**src/hw/rtl/assert_macros.svh**
```systemverilog
// assertion macros used by the rtl top level of the echo comb block
// no dependencies; included by files that carry concurrent assertions
`ifndef ASSERT_MACROS_SVH
`define ASSERT_MACROS_SVH

// same-cycle implication, checked on every rising edge outside reset
`define FEC_ASSERT_NOW(label, clk, rst_n, ante, cons, msg) \
    label: assert property (@(posedge clk) disable iff (!(rst_n)) (ante) |-> (cons)) \
        else $error(msg);

// next-cycle implication, checked on every rising edge outside reset
`define FEC_ASSERT_NEXT(label, clk, rst_n, ante, cons, msg) \
    label: assert property (@(posedge clk) disable iff (!(rst_n)) (ante) |=> (cons)) \
        else $error(msg);

`endif

```
**src/hw/rtl/fec_pkg.sv**
```systemverilog
// shared types and constants of the feedback echo comb block
// no dependencies; imported by every module of the block but fec_ram
`timescale 1ns / 1ps
`default_nettype none

package fec_pkg;

    // sample format: 16-bit two's complement
    localparam int SAMPLE_W = 16;
    typedef logic signed [SAMPLE_W-1:0] t_sample;

    localparam t_sample SAMPLE_MAX = 16'sh7FFF;
    localparam t_sample SAMPLE_MIN = 16'sh8000;

    // configuration port
    localparam int CFG_W   = 16;
    localparam int DELAY_W = 15;

    typedef enum logic {
        REG_DELAY = 1'b0,
        REG_DECAY = 1'b1
    } t_cfg_idx;

    // product of sample and Q1.15 gain, rounding back to Q.15
    localparam int PROD_W  = 2 * SAMPLE_W;
    localparam int Q_FRAC  = 15;
    localparam int SCALE_W = SAMPLE_W + 1;
    localparam int SUM_W   = SAMPLE_W + 2;
    localparam logic signed [PROD_W-1:0] ROUND_BIAS = 32'sd16384;

    // one result item
    typedef struct packed {
        t_sample sample;
        logic    clipped;
    } t_result;

    // output queue
    localparam int OQ_DEPTH = 4;
    localparam int OQ_AW    = 2;
    localparam int OQ_CW    = 3;

endpackage

`default_nettype wire

```
**src/hw/rtl/fec_oq.sv**
```systemverilog
// four-entry output queue that decouples the pipeline from the receiver
// depends on fec_pkg
`timescale 1ns / 1ps
`default_nettype none

module fec_oq (
    input  wire logic                    i_clk,
    input  wire logic                    i_rst_n,
    input  wire logic                    i_push,
    input  wire fec_pkg::t_result        i_data,
    input  wire logic                    i_ready,
    output logic                         o_valid,
    output fec_pkg::t_result             o_data,
    output logic [fec_pkg::OQ_CW-1:0]    o_count
);

    import fec_pkg::*;

    t_result           r_data [OQ_DEPTH];
    logic [OQ_AW-1:0]  r_wp;
    logic [OQ_AW-1:0]  r_rp;
    logic [OQ_CW-1:0]  r_count;
    logic              pop;

    assign pop = o_valid && i_ready;

    // pointers and fill count
    always_ff @(posedge i_clk) begin
        if (!i_rst_n) begin
            r_wp    <= '0;
            r_rp    <= '0;
            r_count <= '0;
        end else begin
            if (i_push) begin
                r_wp <= r_wp + OQ_AW'(1);
            end
            if (pop) begin
                r_rp <= r_rp + OQ_AW'(1);
            end
            r_count <= r_count + OQ_CW'(i_push) - OQ_CW'(pop);
        end
    end

    // entry storage
    always_ff @(posedge i_clk) begin
        if (i_push) begin
            r_data[r_wp] <= i_data;
        end
    end

    assign o_valid = (r_count != '0);
    assign o_data  = r_data[r_rp];
    assign o_count = r_count;

endmodule

`default_nettype wire

```
**config.mk**
```make
export PLATFORM = sky130hd
export DESIGN_NAME = fec_oq
export DESIGN_NICKNAME = d
export VERILOG_FILES = /design/src/hw/rtl/assert_macros.svh /design/src/hw/rtl/fec_pkg.sv /design/src/hw/rtl/fec_oq.sv
export SDC_FILE = /design/constraint.sdc
export NUM_CORES = 1
export LEC_CHECK = 0
export ABC_AREA = 1
export ABC_CLOCK_PERIOD_IN_PS = 4800
export BUFFER_PORTS_ARGS = -buffer_cell sky130_fd_sc_hd__buf_2
export CORE_ASPECT_RATIO = 1.5
export CORE_MARGIN = 2
export CORE_UTILIZATION = 50
export CTS_CLUSTER_DIAMETER = 50
export DETAILED_ROUTE_END_ITERATION = 6
export HOLD_SLACK_MARGIN = 0.1
export MAX_ROUTING_LAYER = met4
export PLACE_DENSITY = 0.74
export SETUP_SLACK_MARGIN = 0.2
export SKIP_LAST_GASP = 1
export SLEW_MARGIN = 20
export SYNTH_ARGS = -nofsm -noshare
export SYNTH_HDL_FRONTEND = slang
export SYNTH_SLANG_ARGS = --single-unit
export TNS_END_PERCENT = 50
```
**constraint.sdc**
```tcl
create_clock -name i_clk -period 4.8 [get_ports i_clk]
set_clock_uncertainty 0.15 [all_clocks]
set_input_delay 0.24 -clock i_clk [delete_from_list [all_inputs] [get_ports i_clk]]
set_output_delay 0.24 -clock i_clk [all_outputs]
set_load 0.03 [all_outputs]
```
# After elaboration in Yosys (flattened, before gate mapping)
# Memory sizes are Yosys's and may differ from the RTL's. A register that Yosys moved wholly into a read port is not among the register bits.
# Cells that the tools add are included.
dict set report op_classes {
  add_sub_neg 4
  muxes 4
  reduce_logical 2
}
# operator n
set op_table {}
lappend op_table {{2-bit by 1-bit adder with 2-bit output, second input constant} 2}
lappend op_table {{2-bit 2-to-1 mux} 2}
lappend op_table {{3-bit by 1-bit adder with 3-bit output} 1}
lappend op_table {{3-bit nonzero test} 1}
lappend op_table {{3-bit by 1-bit subtractor with 3-bit output} 1}
lappend op_table {{1-bit 2-to-1 mux} 2}
lappend op_table {{1-bit logical AND} 1}
dict set report totals {
  ram_bits 68
  register_bits 7
  memories 1
}
# memory depth width read_ports rd_clocked_by_memory_dff wr line_no
set mem_list {}
lappend mem_list {r_data 4 17 1 1 1 fec_oq.sv:19} ;# t_result r_data [OQ_DEPTH];

# Logic depth before layout (Yosys ltp)
dict set report logic_depth {
  word_depth 4
  depth_mapped 9
  depth_no_buf 9
}

# Worst setup path before layout
# Ideal clock, no wire load.
dict set report synth_timing {
  path_kind {register to register}
  start {register r_count[1] (netlist: o_count[1])}
  end {register r_count[1] (netlist: o_count[1])}
  synth_period_minus_slack_ps 1960
  n_path_buf 0
  path_slack_ps 2840
  t_arrival_ps 1701
  stages_incl_launch_ff 9
  cell_sequence {dfxtp_1 nor2_1 a21boi_0 ha_1 inv_1 ha_1 fa_1 nand2_1 inv_1}
}
dict set report synth_via {
  elab_chain_cells 3
}
# item line_no
set synth_rtl {}
lappend synth_rtl {{from (decl)} fec_oq.sv:22} ;# logic [OQ_CW-1:0] r_count;
lappend synth_rtl {{from (signal assigned)} fec_oq.sv:40} ;# r_count <= r_count + OQ_CW'(i_push) - OQ_CW'(pop);
lappend synth_rtl {{3-bit nonzero test} fec_oq.sv:51} ;# assign o_valid = (r_count != '0);
lappend synth_rtl {{1-bit logical AND} fec_oq.sv:25} ;# assign pop = o_valid && i_ready;
lappend synth_rtl {{named net pop} fec_oq.sv:23} ;# logic pop;
lappend synth_rtl {{3-bit by 1-bit subtractor with 3-bit output} fec_oq.sv:40}
# The timed path passes the listed nets, and every way through them passes these cells.
# A chain may end at the register's enable or synchronous reset.

==> flow_metrics.env <==
export IMPL_status="completed"
export IMPL_syn_inst=224
export IMPL_num_antenna_cells=0
export IMPL_htree_levels=3
export IMPL_mostFrequentLayoutCells="edfxtp_1, buf_2, nor2_1, dlygate4sd3_1, o22ai_1"
export IMPL_post_cts_resized=0
export IMPL_regArea_mm2=0.00222
export IMPL_mostFrequentLayoutCell="edfxtp_1"
export IMPL_cp_data_arrival_time_ns=1.89
export IMPL_vias=1875
export IMPL_dp_cells=329
export IMPL_tightest_slew_ns=0.768
export IMPL_setup_violations=0
export IMPL_remaining_drc_errors=0
export IMPL_clk_pin_slew_ns=0.06
export IMPL_wl_per_cell_um=14.6
export IMPL_viasPerCell=5.14
export IMPL_portBuffers=41
export IMPL_cts_buffer_depth=2
export IMPL_cp_top_family="buffers and inverters"
export IMPL_max_vdd_ir_drop_mv=0.347
export IMPL_antenna_found_initial=0
export IMPL_grt_usage_pct=18.6
export IMPL_reg2reg_slack_ns=2.89
export IMPL_max_stage_delay_ns=0.51
export IMPL_area_growth_pct=20.5
export IMPL_fin_cells=365
export IMPL_post_dp_cell_area_mm2=0.00325
export IMPL_clkLatencyLatePin_ns=0.33
export IMPL_place_ws_ns=2.88
export IMPL_rows=34
export IMPL_cp_max_fo=18
export IMPL_ant_nets=0
export IMPL_finalWirelength_um=5330
export IMPL_crit_path_end_kind="output port"
export IMPL_coreArea_mm2=0.00583
export IMPL_synth_seq_area_share_pct=73.2
export IMPL_root_buffer="clkbuf_8"
export IMPL_place_congestion=0.740
export IMPL_yosys_warnings=0
export IMPL_grt_overflow=0
export IMPL_power_mw=1.83
export IMPL_drtPass1Iterations=4
export IMPL_cap_violations=0
export IMPL_cts_buffers=9
export IMPL_final_area_mm2=0.00366
export IMPL_fin_crit_sh_pct=47.6
export IMPL_fin_tns_setup_ns=0
export IMPL_dp_hpwl_um=3210
export IMPL_grt_max_degree=36
export IMPL_die_w_um=67.6
export IMPL_layout_setup_ws_ns=2.52
export IMPL_p_per_area_mw_per_mm2=499
export IMPL_syn_area_mm2=0.00304
export IMPL_synth_cell_type_count=19
export IMPL_crit_chain="inv_2, o21ai_0, o22ai_1, buf_2"
export IMPL_multi_input_area_um2=661
export IMPL_worst_ep_required_time_ns=4.41
export IMPL_io_pins=42
export IMPL_fmax_ghz=0.438
export IMPL_critPathLaunchType="register"
export IMPL_worst_hold_slack_ns=0.116
export IMPL_final_core_util_pct=62.8
export IMPL_synth_net_count=252
export IMPL_rsz0062_at_grt="no"
export IMPL_maxSlewViolCount=0
export IMPL_grt_pass1_vias=1859
export IMPL_first_iter_violations=71
export IMPL_cp_buffers_inverters=2
export IMPL_hold_viol_final=0
export IMPL_worstSetupPathType="register to output port"
export IMPL_crit_slowest_cell="dfxtp_1"
export IMPL_die_h_um=99.4
export IMPL_nFillCells=449
export IMPL_cts_sinks=77
export IMPL_num_nets_final=316
export IMPL_start_util_pct=52.1
export IMPL_p_leak_nw=1.41
export IMPL_cts_tree="done"
export IMPL_min_path_type="input port to register"
export IMPL_ys_ff_latch=77
export IMPL_drive_gt1_share_pct=22.5
export IMPL_syn_avg_cell_area_um2=13.6
export IMPL_min_period_ns=2.28
export IMPL_grt_pass1_wl_um=8540
export IMPL_die_area_mm2=0.00673
export IMPL_slew_limit_headroom_pct=48.8
## layer usage
layer / track usage (%) / routed length (um) / vias to the layer above
li1: - / - / 931
met2: 28.8 / 2810 / 65
met5: - / 0 / -
met1: 21.3 / 2040 / 870
met4: 10.5 / 136 / 0
met3: 5.09 / 348 / 9
## registers in the layout (all words and copies together) (netlist names), named ones only
register  count
r_data       68
o_count       3
r_rp          2
r_wp          2
## final timing paths
path         startpoint         end  depth (start not counted)
max            register  o_data[16]                          4
min              i_push     r_wp[1]                          3
max reg2reg  o_count[1]  o_count[2]                          9
min reg2reg     r_rp[0]     r_rp[0]                          2
## worst reg2reg max path: stages, from the launching register on
cell	delay [ns]
dfxtp_1	0.33
nor2_1	0.15
a21boi_0	0.11
ha_1	0.28
inv_1	0.04
ha_1	0.18
fa_1	0.38
nand3_1	0.09
nand2_1	0.05
nor2_1	0.09
## Yosys cell counts
master / instances / share of area [%]
buf_6: 6 / 2.2
dfxtp_1: 9 / 5.9
o21ai_0: 13 / 2.1
o22ai_1: 17 / 3.5
ha_1: 6 / 2.5
inv_2: 1 / 0.12
nor2_1: 39 / 4.8
o21ai_2: 10 / 2.9
fa_1: 1 / 0.66
a21oi_1: 5 / 0.82
buf_2: 1 / 0.16
nand3_1: 2 / 0.33
inv_4: 1 / 0.21
edfxtp_1: 68 / 67
inv_1: 15 / 1.9
nand2_1: 14 / 1.7
o21ai_1: 13 / 2.1
a21boi_0: 1 / 0.25
buf_4: 2 / 0.49
## what timing repair did
| item | CTS | global route |
|---|---|---|
| endpoints found under the hold margin | 77 | 0 |
| hold buffers | 20 | 0 |
| buffers inserted | 0 | 0 |
## power by group
group / total [mW] / switching (mW) / leakage, nW / internal, mW
Combinational: 0.528 / 0.371 / 0.605 / 0.157
Clock: 0.499 / 0.207 / 0.102 / 0.293
Sequential: 0.799 / 0.0237 / 0.699 / 0.775
Total: 1.83 / 0.601 / 1.41 / 1.23
## final cells by class
| class | count | share of cell area [%] |
|---|---|---|
| Tap cell | 72 | 2.46 |
| Multi-Input combinational cell | 121 | 18.1 |
| Clock buffer | 12 | 3.69 |
| Inverter | 17 | 1.81 |
| Timing Repair Buffer | 62 | 11.3 |
| Sequential cell | 77 | 60.7 |
| Clock inverter | 4 | 1.98 |
## logic make-up (layout without fill, tap and decap cells)
family | after synthesis | in the layout | synth area share [%]
adders and majority gates | 7 | 7 | 3.13
AOI/OAI and AO/OA | 59 | 59 | 11.7
DFF | 77 | 77 | 73.2
and+or+nand+nor | 55 | 55 | 6.88
buffers and inverters | 26 | 95 | 5.07
Note: power is estimated with default switching activity, not from simulation.
