$ cat src/hw/rtl/assert_macros.svh
// assertion macros used by the rtl top level of the echo comb block
// no dependencies; included by files that carry concurrent assertions
`ifndef ASSERT_MACROS_SVH
`define ASSERT_MACROS_SVH

// same-cycle implication, checked on every rising edge outside reset
`define FEC_ASSERT_NOW(label, clk, rst_n, ante, cons, msg) \
    label: assert property (@(posedge clk) disable iff (!(rst_n)) (ante) |-> (cons)) \
        else $error(msg);

// next-cycle implication, checked on every rising edge outside reset
`define FEC_ASSERT_NEXT(label, clk, rst_n, ante, cons, msg) \
    label: assert property (@(posedge clk) disable iff (!(rst_n)) (ante) |=> (cons)) \
        else $error(msg);

`endif

$ cat src/hw/rtl/fec_pkg.sv
// shared types and constants of the feedback echo comb block
// no dependencies; imported by every module of the block but fec_ram
`timescale 1ns / 1ps
`default_nettype none

package fec_pkg;

    // sample format: 16-bit two's complement
    localparam int SAMPLE_W = 16;
    typedef logic signed [SAMPLE_W-1:0] t_sample;

    localparam t_sample SAMPLE_MAX = 16'sh7FFF;
    localparam t_sample SAMPLE_MIN = 16'sh8000;

    // configuration port
    localparam int CFG_W   = 16;
    localparam int DELAY_W = 15;

    typedef enum logic {
        REG_DELAY = 1'b0,
        REG_DECAY = 1'b1
    } t_cfg_idx;

    // product of sample and Q1.15 gain, rounding back to Q.15
    localparam int PROD_W  = 2 * SAMPLE_W;
    localparam int Q_FRAC  = 15;
    localparam int SCALE_W = SAMPLE_W + 1;
    localparam int SUM_W   = SAMPLE_W + 2;
    localparam logic signed [PROD_W-1:0] ROUND_BIAS = 32'sd16384;

    // one result item
    typedef struct packed {
        t_sample sample;
        logic    clipped;
    } t_result;

    // output queue
    localparam int OQ_DEPTH = 4;
    localparam int OQ_AW    = 2;
    localparam int OQ_CW    = 3;

endpackage

`default_nettype wire

$ cat src/hw/rtl/fec_mac.sv
// multiply stage and round/add/saturate stage of the echo comb
// depends on fec_pkg
`timescale 1ns / 1ps
`default_nettype none

module fec_mac #(
    parameter int AW = 14
) (
    input  wire logic              i_clk,
    input  wire logic              i_rst_n,
    input  wire logic              i_valid,
    input  wire logic              i_use_echo,
    input  wire fec_pkg::t_sample  i_x,
    input  wire fec_pkg::t_sample  i_echo,
    input  wire fec_pkg::t_sample  i_gain,
    input  wire logic [AW-1:0]     i_ptr,
    output logic                   o_valid,
    output logic [AW-1:0]          o_ptr,
    output fec_pkg::t_result       o_res
);

    import fec_pkg::*;

    logic                     r_v2;
    logic                     r_use2;
    t_sample                  r_x2;
    logic [AW-1:0]            r_ptr2;
    logic signed [PROD_W-1:0] r_prod;

    logic signed [PROD_W-1:0]  n_prod;
    logic signed [PROD_W-1:0]  biased;
    logic signed [SCALE_W-1:0] scaled;
    logic signed [SUM_W-1:0]   sum;
    t_result                   res;

    // exact product of delayed output and gain
    assign n_prod = PROD_W'(i_echo) * PROD_W'(i_gain);

    always_ff @(posedge i_clk) begin
        if (!i_rst_n) begin
            r_v2 <= 1'b0;
        end else begin
            r_v2 <= i_valid;
        end
    end

    always_ff @(posedge i_clk) begin
        r_use2 <= i_use_echo;
        r_x2   <= i_x;
        r_ptr2 <= i_ptr;
        r_prod <= n_prod;
    end

    // round to nearest with ties up, add input, saturate
    assign biased = r_prod + ROUND_BIAS;
    assign scaled = SCALE_W'(biased >>> Q_FRAC);
    assign sum    = SUM_W'(r_x2) + SUM_W'(scaled);

    always_comb begin
        res.sample  = r_x2;
        res.clipped = 1'b0;
        if (r_use2) begin
            priority if (sum > SUM_W'(SAMPLE_MAX)) begin
                res.sample  = SAMPLE_MAX;
                res.clipped = 1'b1;
            end else if (sum < SUM_W'(SAMPLE_MIN)) begin
                res.sample  = SAMPLE_MIN;
                res.clipped = 1'b1;
            end else begin
                res.sample  = SAMPLE_W'(sum);
            end
        end
    end

    assign o_valid = r_v2;
    assign o_ptr   = r_ptr2;
    assign o_res   = res;

endmodule

`default_nettype wire

$ cat config.mk
export PLATFORM = sky130hd
export DESIGN_NAME = fec_mac
export DESIGN_NICKNAME = d
export VERILOG_FILES = /design/src/hw/rtl/assert_macros.svh /design/src/hw/rtl/fec_pkg.sv /design/src/hw/rtl/fec_mac.sv
export SDC_FILE = /design/constraint.sdc
export NUM_CORES = 1
export LEC_CHECK = 0
export ABC_AREA = 1
export BUFFER_PORTS_ARGS = -buffer_cell sky130_fd_sc_hd__buf_2
export CORE_ASPECT_RATIO = 0.6
export CORE_MARGIN = 2
export CORE_UTILIZATION = 35
export CTS_CLUSTER_DIAMETER = 150
export CTS_CLUSTER_SIZE = 40
export DETAILED_ROUTE_END_ITERATION = 8
export GPL_ROUTABILITY_DRIVEN = 0
export MAX_ROUTING_LAYER = met4
export PLACE_DENSITY_LB_ADDON = 0.1
export SKIP_CTS_REPAIR_TIMING = 1
export SLEW_MARGIN = 20
export SYNTH_ARGS = -nofsm -noshare
export SYNTH_HDL_FRONTEND = slang
export SYNTH_SLANG_ARGS = --single-unit
$ cat constraint.sdc
create_clock -name i_clk -period 9.37 [get_ports i_clk]
set_input_delay 0.937 -clock i_clk [delete_from_list [all_inputs] [get_ports i_clk]]
set_output_delay 0.937 -clock i_clk [all_outputs]
set_load 0.005 [all_outputs]
After elaboration in Yosys (flattened, before gate mapping) --
Cells that the tools add are included.
Word-level totals: output and inout port bits 32, register bits after elaboration 64
Cells by class: add/sub/neg operators 2, multiply operators 1, muxes and demuxes 4, order comparisons 2
Operator list (number):
- 17-bit 2-to-1 mux | 2
- 32-bit by 16-bit adder with 32-bit output (second input constant) | 1
- 16-bit by 16-bit multiplier with 32-bit output | 1
- 16-bit by 17-bit adder with 18-bit output | 1
- 18-bit by 16-bit greater-than comparator with 1-bit output (second input constant) | 1
- 18-bit by 16-bit less-than comparator with 1-bit output (second input constant) | 1
- 16-bit 2-to-1 mux | 1
- 1-bit 2-to-1 mux | 1

Logic depth before layout (Yosys ltp) --
Gate-level depths: netlist of run 1.
depth in word-level cells 6, mapped depth 27, gate-level depth less buffers 25

Worst setup path after synthesis of run 1 --
Ideal clock, no wire load.
path kind input port to flip-flop, start point in i_gain[5], end point reg r_prod[30], slack 3.066 ns, library setup time 0.112 ns, buffers on the path 2, arrival 6.192 ns, stages 23, cell sequence clkbuf_1 clkbuf_1 nand2_1 fa_1 inv_1 fa_1 inv_1 fa_1 fa_1 inv_1 fa_1 inv_1 fa_1 inv_1 ha_1 a21oi_1 o21ai_0 a21oi_1 o21ai_0 a31oi_1 nand2_1 nand2_1 nand2_1
Between the ends: cells in the longest elaborated chain, start to end 1
RTL lines:
- from (decl) | line fec_mac.sv:15 | input wire fec_pkg::t_sample i_gain,
- 16-bit by 16-bit multiplier with 32-bit output | line fec_mac.sv:37 | assign n_prod = PROD_W'(i_echo) * PROD_W'(i_gain);
- net n_prod[30] | line fec_mac.sv:30 | logic signed [PROD_W-1:0] n_prod;
- to (signal assigned) | line fec_mac.sv:51 | r_prod <= n_prod;
- to (decl) | line fec_mac.sv:28 | logic signed [PROD_W-1:0] r_prod;
The timed path passes the listed nets, and every way through them passes these cells. A chain may end at the register's enable or synchronous reset.

Final worst setup path of run 1 --
start point in i_echo[15], end point reg r_prod[28]
Between the ends: cells in the longest elaborated chain, start to end 1
RTL lines:
- from (decl) | line fec_mac.sv:14 | input wire fec_pkg::t_sample i_echo,
- 16-bit by 16-bit multiplier with 32-bit output | line fec_mac.sv:37
- net n_prod[28] | line fec_mac.sv:30
The timed path passes the listed nets, and every way through them passes these cells.

==> results of run 1 <==
state kept, by name, summed over array words and instances, names as in the netlist:
signal / cells
o_valid: 1
r_x2: 16
o_ptr: 14
r_prod: 18
r_use2: 1
synth_stat cells (4+ instances only):
cell / count
a21oi_1: 49
clkbuf_1: 53
dfxtp_1: 50
fa_1: 262
ha_1: 97
inv_1: 532
nand2_1: 493
nand2_2: 4
nand3_1: 31
nand4_1: 11
nor2_1: 61
nor3_1: 7
nor4_1: 4
o211ai_1: 4
o21a_1: 4
o21ai_0: 24
o21bai_1: 4
or2_2: 6
xnor2_1: 21
xor2_1: 24
metrics by stage:
| step | area, sq um | instances | worst slack [ns] |
|---|---|---|---|
| final | 14200 | 2320 | 2.59 |
| after CTS | 14200 | 2320 | 2.74 |
| after floorplan | 13100 | 1767 | 3.07 |
| after detailed placement | 14000 | 2312 | 2.43 |
| after global routing | 14200 | 2320 | 2.27 |
| after global placement | 14000 | 2312 | 2.48 |
cells by family after synthesis:
logic type,Yosys count,synth area share (%)
fa+ha+maj,359,49.2
xor+xnor,45,3.00
buf+inv,591,17.0
flops,50,7.62
compound gates,93,3.92
simple gates,629,19.2
path summary, 6_finish.rpt:
| check | to | cells past startpoint | start | slack [ns] |
|---|---|---|---|---|
| hold / removal | o_ptr[12] | 1 | i_ptr[12] | 0.72 |
| setup / recovery | r_prod[28] | 19 | i_echo[15] | 2.59 |
layer usage:
| layer | share of wire, % | up-vias | GRT usage (%) | wire length, um |
|---|---|---|---|---|
| met1 | 55 | 5123 | 31.9 | 19500 |
| li1 | - | 5108 | - | - |
| met5 | 0 | - | - | 0 |
| met2 | 38 | 234 | 27.0 | 13600 |
| met3 | 6.6 | 6 | 3.91 | 2330 |
| met4 | 0.19 | 0 | 1.46 | 67 |
layout make-up:
cell class | count | share of cell area, %
Sequential cell | 50 | 7.06
Clock inverter | 3 | 0.177
Tap cell | 504 | 4.45
Inverter | 534 | 14.1
Multi-Input combinational cell | 1126 | 69.8
Clock buffer | 5 | 0.883
Timing Repair Buffer | 98 | 3.48
worst max-delay path, cell delays in order:
cell     delay (ns)
buf_2          0.30
nand2_1        0.15
inv_1          0.15
fa_1           0.53
fa_1           0.85
inv_1          0.16
fa_1           0.42
fa_1           0.54
inv_1          0.05
fa_1           0.53
inv_1          0.06
fa_1           0.52
inv_1          0.04
ha_1           0.35
nand2_1        0.13
nor4_1         0.64
nand4_1        0.37
nand3_1        0.16
nand2_1        0.06
==> results.cfg, run 1 <==
[outcome]
status = completed

[grt]
grt_use_total_pct = 20.1
grt_pass1_vias = 11000
overflow = 0
antenna_found_initial = 0
grt_pass1_wl_mm = 59.5
grt_max_degree = 20

[clocking]
cts_tree = built
cts_buffers = 5
cts.reportedPaths.clkPinSlew_ns = 0.07
cts_root_buf = clkbuf_16
htree_levels = 2
clk_path_buf_depth = 2
cts_sinks = 50

[floorplanning]
die_h_um = 154
ioPinCount = 98
die_w_um = 254
rows = 54
initial_core_util_pct = 35.9
core_area_sq_um = 36600
die-area_sq_um = 39100

[detailed_routing]
wirelength_mm = 35.5
routedWlPerCell_um = 15.3
vias = 10500
first_pass_iters = 5
viasPerCell = 4.51
dr.first_iter.drc_count = 747
drcViolationCount = 0
detail-route-antenna-nets = 0

[timing]
finalSetupTns_ns = 0
final_max_slew_viol_count = 0
post-route-period-util_pct = 72.3
worstMarginPinSlew_ns = 0.786
final_hold_viol_count = 0
setup_viol = 0
whs_ns = 0.724
max_freq_ghz = 0.148
rsz0062_at_grt = no
relSlewSlack_pct = 47.1
min_period_ns = 6.78

[synth]
avgSynthCellArea_sq_um = 7.43
synth_warnings = 0
yosys.cell_types.count = 37
synth-main-ff-cell = dfxtp_1
netlist.area_leader.share_pct = 39.9
async_flop_share_pct = 0
ys_top_cells_by_area = fa_1, inv_1, nand2_1, ha_1, dfxtp_1
synth_area_sq_um = 13100
synth_nets = 2192
synth_seq_cells = 50
synth_seq_area_share_pct = 7.62
synth_edf_count = 0
synthCells = 1767
synth_top_area_cell = fa_1

[setup_path]
startpoint_type = input port
cp-end-kind = flop
cp.arrival_ns = 6.98
crit_required_ns = 9.58
crit_type = in2reg
crit_fanout = 16

[hold_path]
hp-class = in2reg

[layout]
fill_cells = 3947
regArea_sq_um = 1000
area_growth_syn_to_layout_pct = 7.93
drive_gt1_share_pct = 6.72
multiInputGateArea_sq_um = 9890
antenna_cells = 0
layout_common_cells = inv_1, nand2_1, fa_1
fin_util_pct = 38.7
fin_nets = 2240
layout_commonest_cell = inv_1

[place]
port_buffers = 97
dpl.hpwl_mm = 31.3

[job]
drv_cap = 0
Power of run 1 is left out: the tool's default activity adds up to more than one toggle a clock period on the data nets, which glitch-free logic cannot reach.
==> run 2: changes to the inputs <==
--- a/config.mk
+++ b/config.mk
@@ -5,7 +5,7 @@
 export SDC_FILE = /design/constraint.sdc
 export NUM_CORES = 1
 export LEC_CHECK = 0
-export ABC_AREA = 1
+export ABC_AREA = 0
 export BUFFER_PORTS_ARGS = -buffer_cell sky130_fd_sc_hd__buf_2
 export CORE_ASPECT_RATIO = 0.6
 export CORE_MARGIN = 2
==> constraint.sdc (replaced) <==
create_clock -name i_clk -period 6 [get_ports i_clk]
set_input_delay 0.6 -clock i_clk [delete_from_list [all_inputs] [get_ports i_clk]]
set_output_delay 0.6 -clock i_clk [all_outputs]
set_load 0.005 [all_outputs]
==> results.cfg, run 2 <==
[outcome]
status = completed

[floorplanning]
ioPinCount = 98
die_w_um = 243
core_area_sq_um = 33700
die-area_sq_um = 35800
rows = 52
die_h_um = 147
initial_core_util_pct = 35.6

[layout]
multiInputGateArea_sq_um = 9730
layout_commonest_cell = inv_1
regArea_sq_um = 1000
fin_nets = 1903
area_growth_syn_to_layout_pct = 18.2
fin_area_sq_um = 14200
largest_register_ffs = 18
layout_common_cells = inv_1, fa_1, nand2_1
drive_gt1_share_pct = 18.5
top_register = r_prod
fill_cells = 3475

[synth]
yosysMostFrequentCell = inv_1
avgSynthCellArea_sq_um = 9.27
synth_nets = 1719
synth_seq_area_share_pct = 8.34
synth_warnings = 0
synthCells = 1294
synth_area_sq_um = 12000
netlist.area_leader.share_pct = 43.7
synth_top_area_cell = fa_1
synth_seq_cells = 50
synth_edf_count = 0
netlist_top_cells_count = inv_1, fa_1, nand2_1, and2_1, ha_1
synth-main-ff-cell = dfxtp_1
yosys.cell_types.count = 63
ys_top_cells_by_area = fa_1, inv_1, ha_1, dfxtp_1, and2_1
async_flop_share_pct = 0

[timing]
setup_viol = 0
post-route-period-util_pct = 96.1
min_period_ns = 5.76
final_hold_viol_count = 0
worstMarginPinSlew_ns = 0.895
max_freq_ghz = 0.174
relSlewSlack_pct = 40.2
final_max_slew_viol_count = 0

[clocking]
clk_path_buf_depth = 2
htree_levels = 2
cts_root_buf = clkbuf_16
cts.reportedPaths.clkPinSlew_ns = 0.08
cts_buffers = 5
cts_sinks = 50
cts_tree = built

[setup_path]
cp_top_family = adder cells
crit_top_cell = fa_1
crit_path_max_incr_delay_ns = 0.55
crit_path_cell_trace = buf_2 > nand2_1 > fa_1 > fa_1 > fa_1 > inv_1 > fa_1 > fa_1 > inv_1 > fa_1 > inv_1 > ha_1 > a211oi_2 > nor2_1 > o311ai_2 > o211a_4 > o211ai_4 > a211oi_2 > o21bai_1 > xnor2_1
startpoint_type = input port
cp.arrival_ns = 5.94
crit_type = in2reg
crit_slowest_cell = fa_1
cp-end-kind = flop
crit_buf_inv = 4
crit_required_ns = 6.18
crit_fanout = 9

[grt]
overflow = 0
grt_pass1_wl_mm = 54.0
antenna_found_initial = 0
grt_use_total_pct = 20.2
grt_max_degree = 20
grt_pass1_vias = 9298

[place]
dpl.hpwl_mm = 30.3
dpl_cell_area_sq_um = 13800
port_buffers = 97

[detailed_routing]
wirelength_mm = 33.5
drcViolationCount = 0
viasPerCell = 4.53
routedWlPerCell_um = 17.3
dr.first_iter.drc_count = 431
detail-route-antenna-nets = 0
vias = 8784
first_pass_iters = 5

[hold_path]
hp-class = in2reg

[job]
drv_cap = 0
run 2: cells by family after synthesis:
family	synth area share, %
AOI/OAI and AO/OA	7.57
xor gates and xnor gates	3.80
adders and majority gates	53.8
buffers and inverters	11.8
DFF	8.34
muxes	0.0939
and+or+nand+nor	14.5
run 2: through the flow:
stage	TNS (ns)	utilization (%)	setup slack [ns]	cells	hold WS [ns]
after floorplan	-0.0184	-	-0.0184	1294	0.628
after global placement	-0.876	41.0	-0.209	1929	0.702
after detailed placement	-1.53	41.0	-0.296	1929	0.704
after CTS	0	41.5	0.0310	1937	0.376
after global routing	-0.0269	42.1	-0.0239	1938	0.373
final	0	42.1	0.237	1939	0.391
run 2: area by class of cell:
type,instances,share of cell area [%]
well taps,459,4.05
diodes,1,0.0176
clock inverters,3,0.344
inverters,335,8.86
flip-flops and latches,50,7.06
clock buffers,5,0.882
repair buffers,213,10.2
multi-input cells,873,68.6
run 2: worst paths after layout:
check,from,to,slack [ns],cells past startpoint
hold / removal,i_x[6],r_x2[6],0.39,1
setup / recovery,i_gain[1],r_prod[31],0.24,20
run 2: metal layers:
layer	vias up	wire length (um)	global-route usage [%]
met5	-	0	-
met4	0	36	0.736
met3	4	3000	6.63
li1	4230	-	-
met2	212	11500	24.2
met1	4338	19000	33.2
Power of run 2 is left out for the same reason.
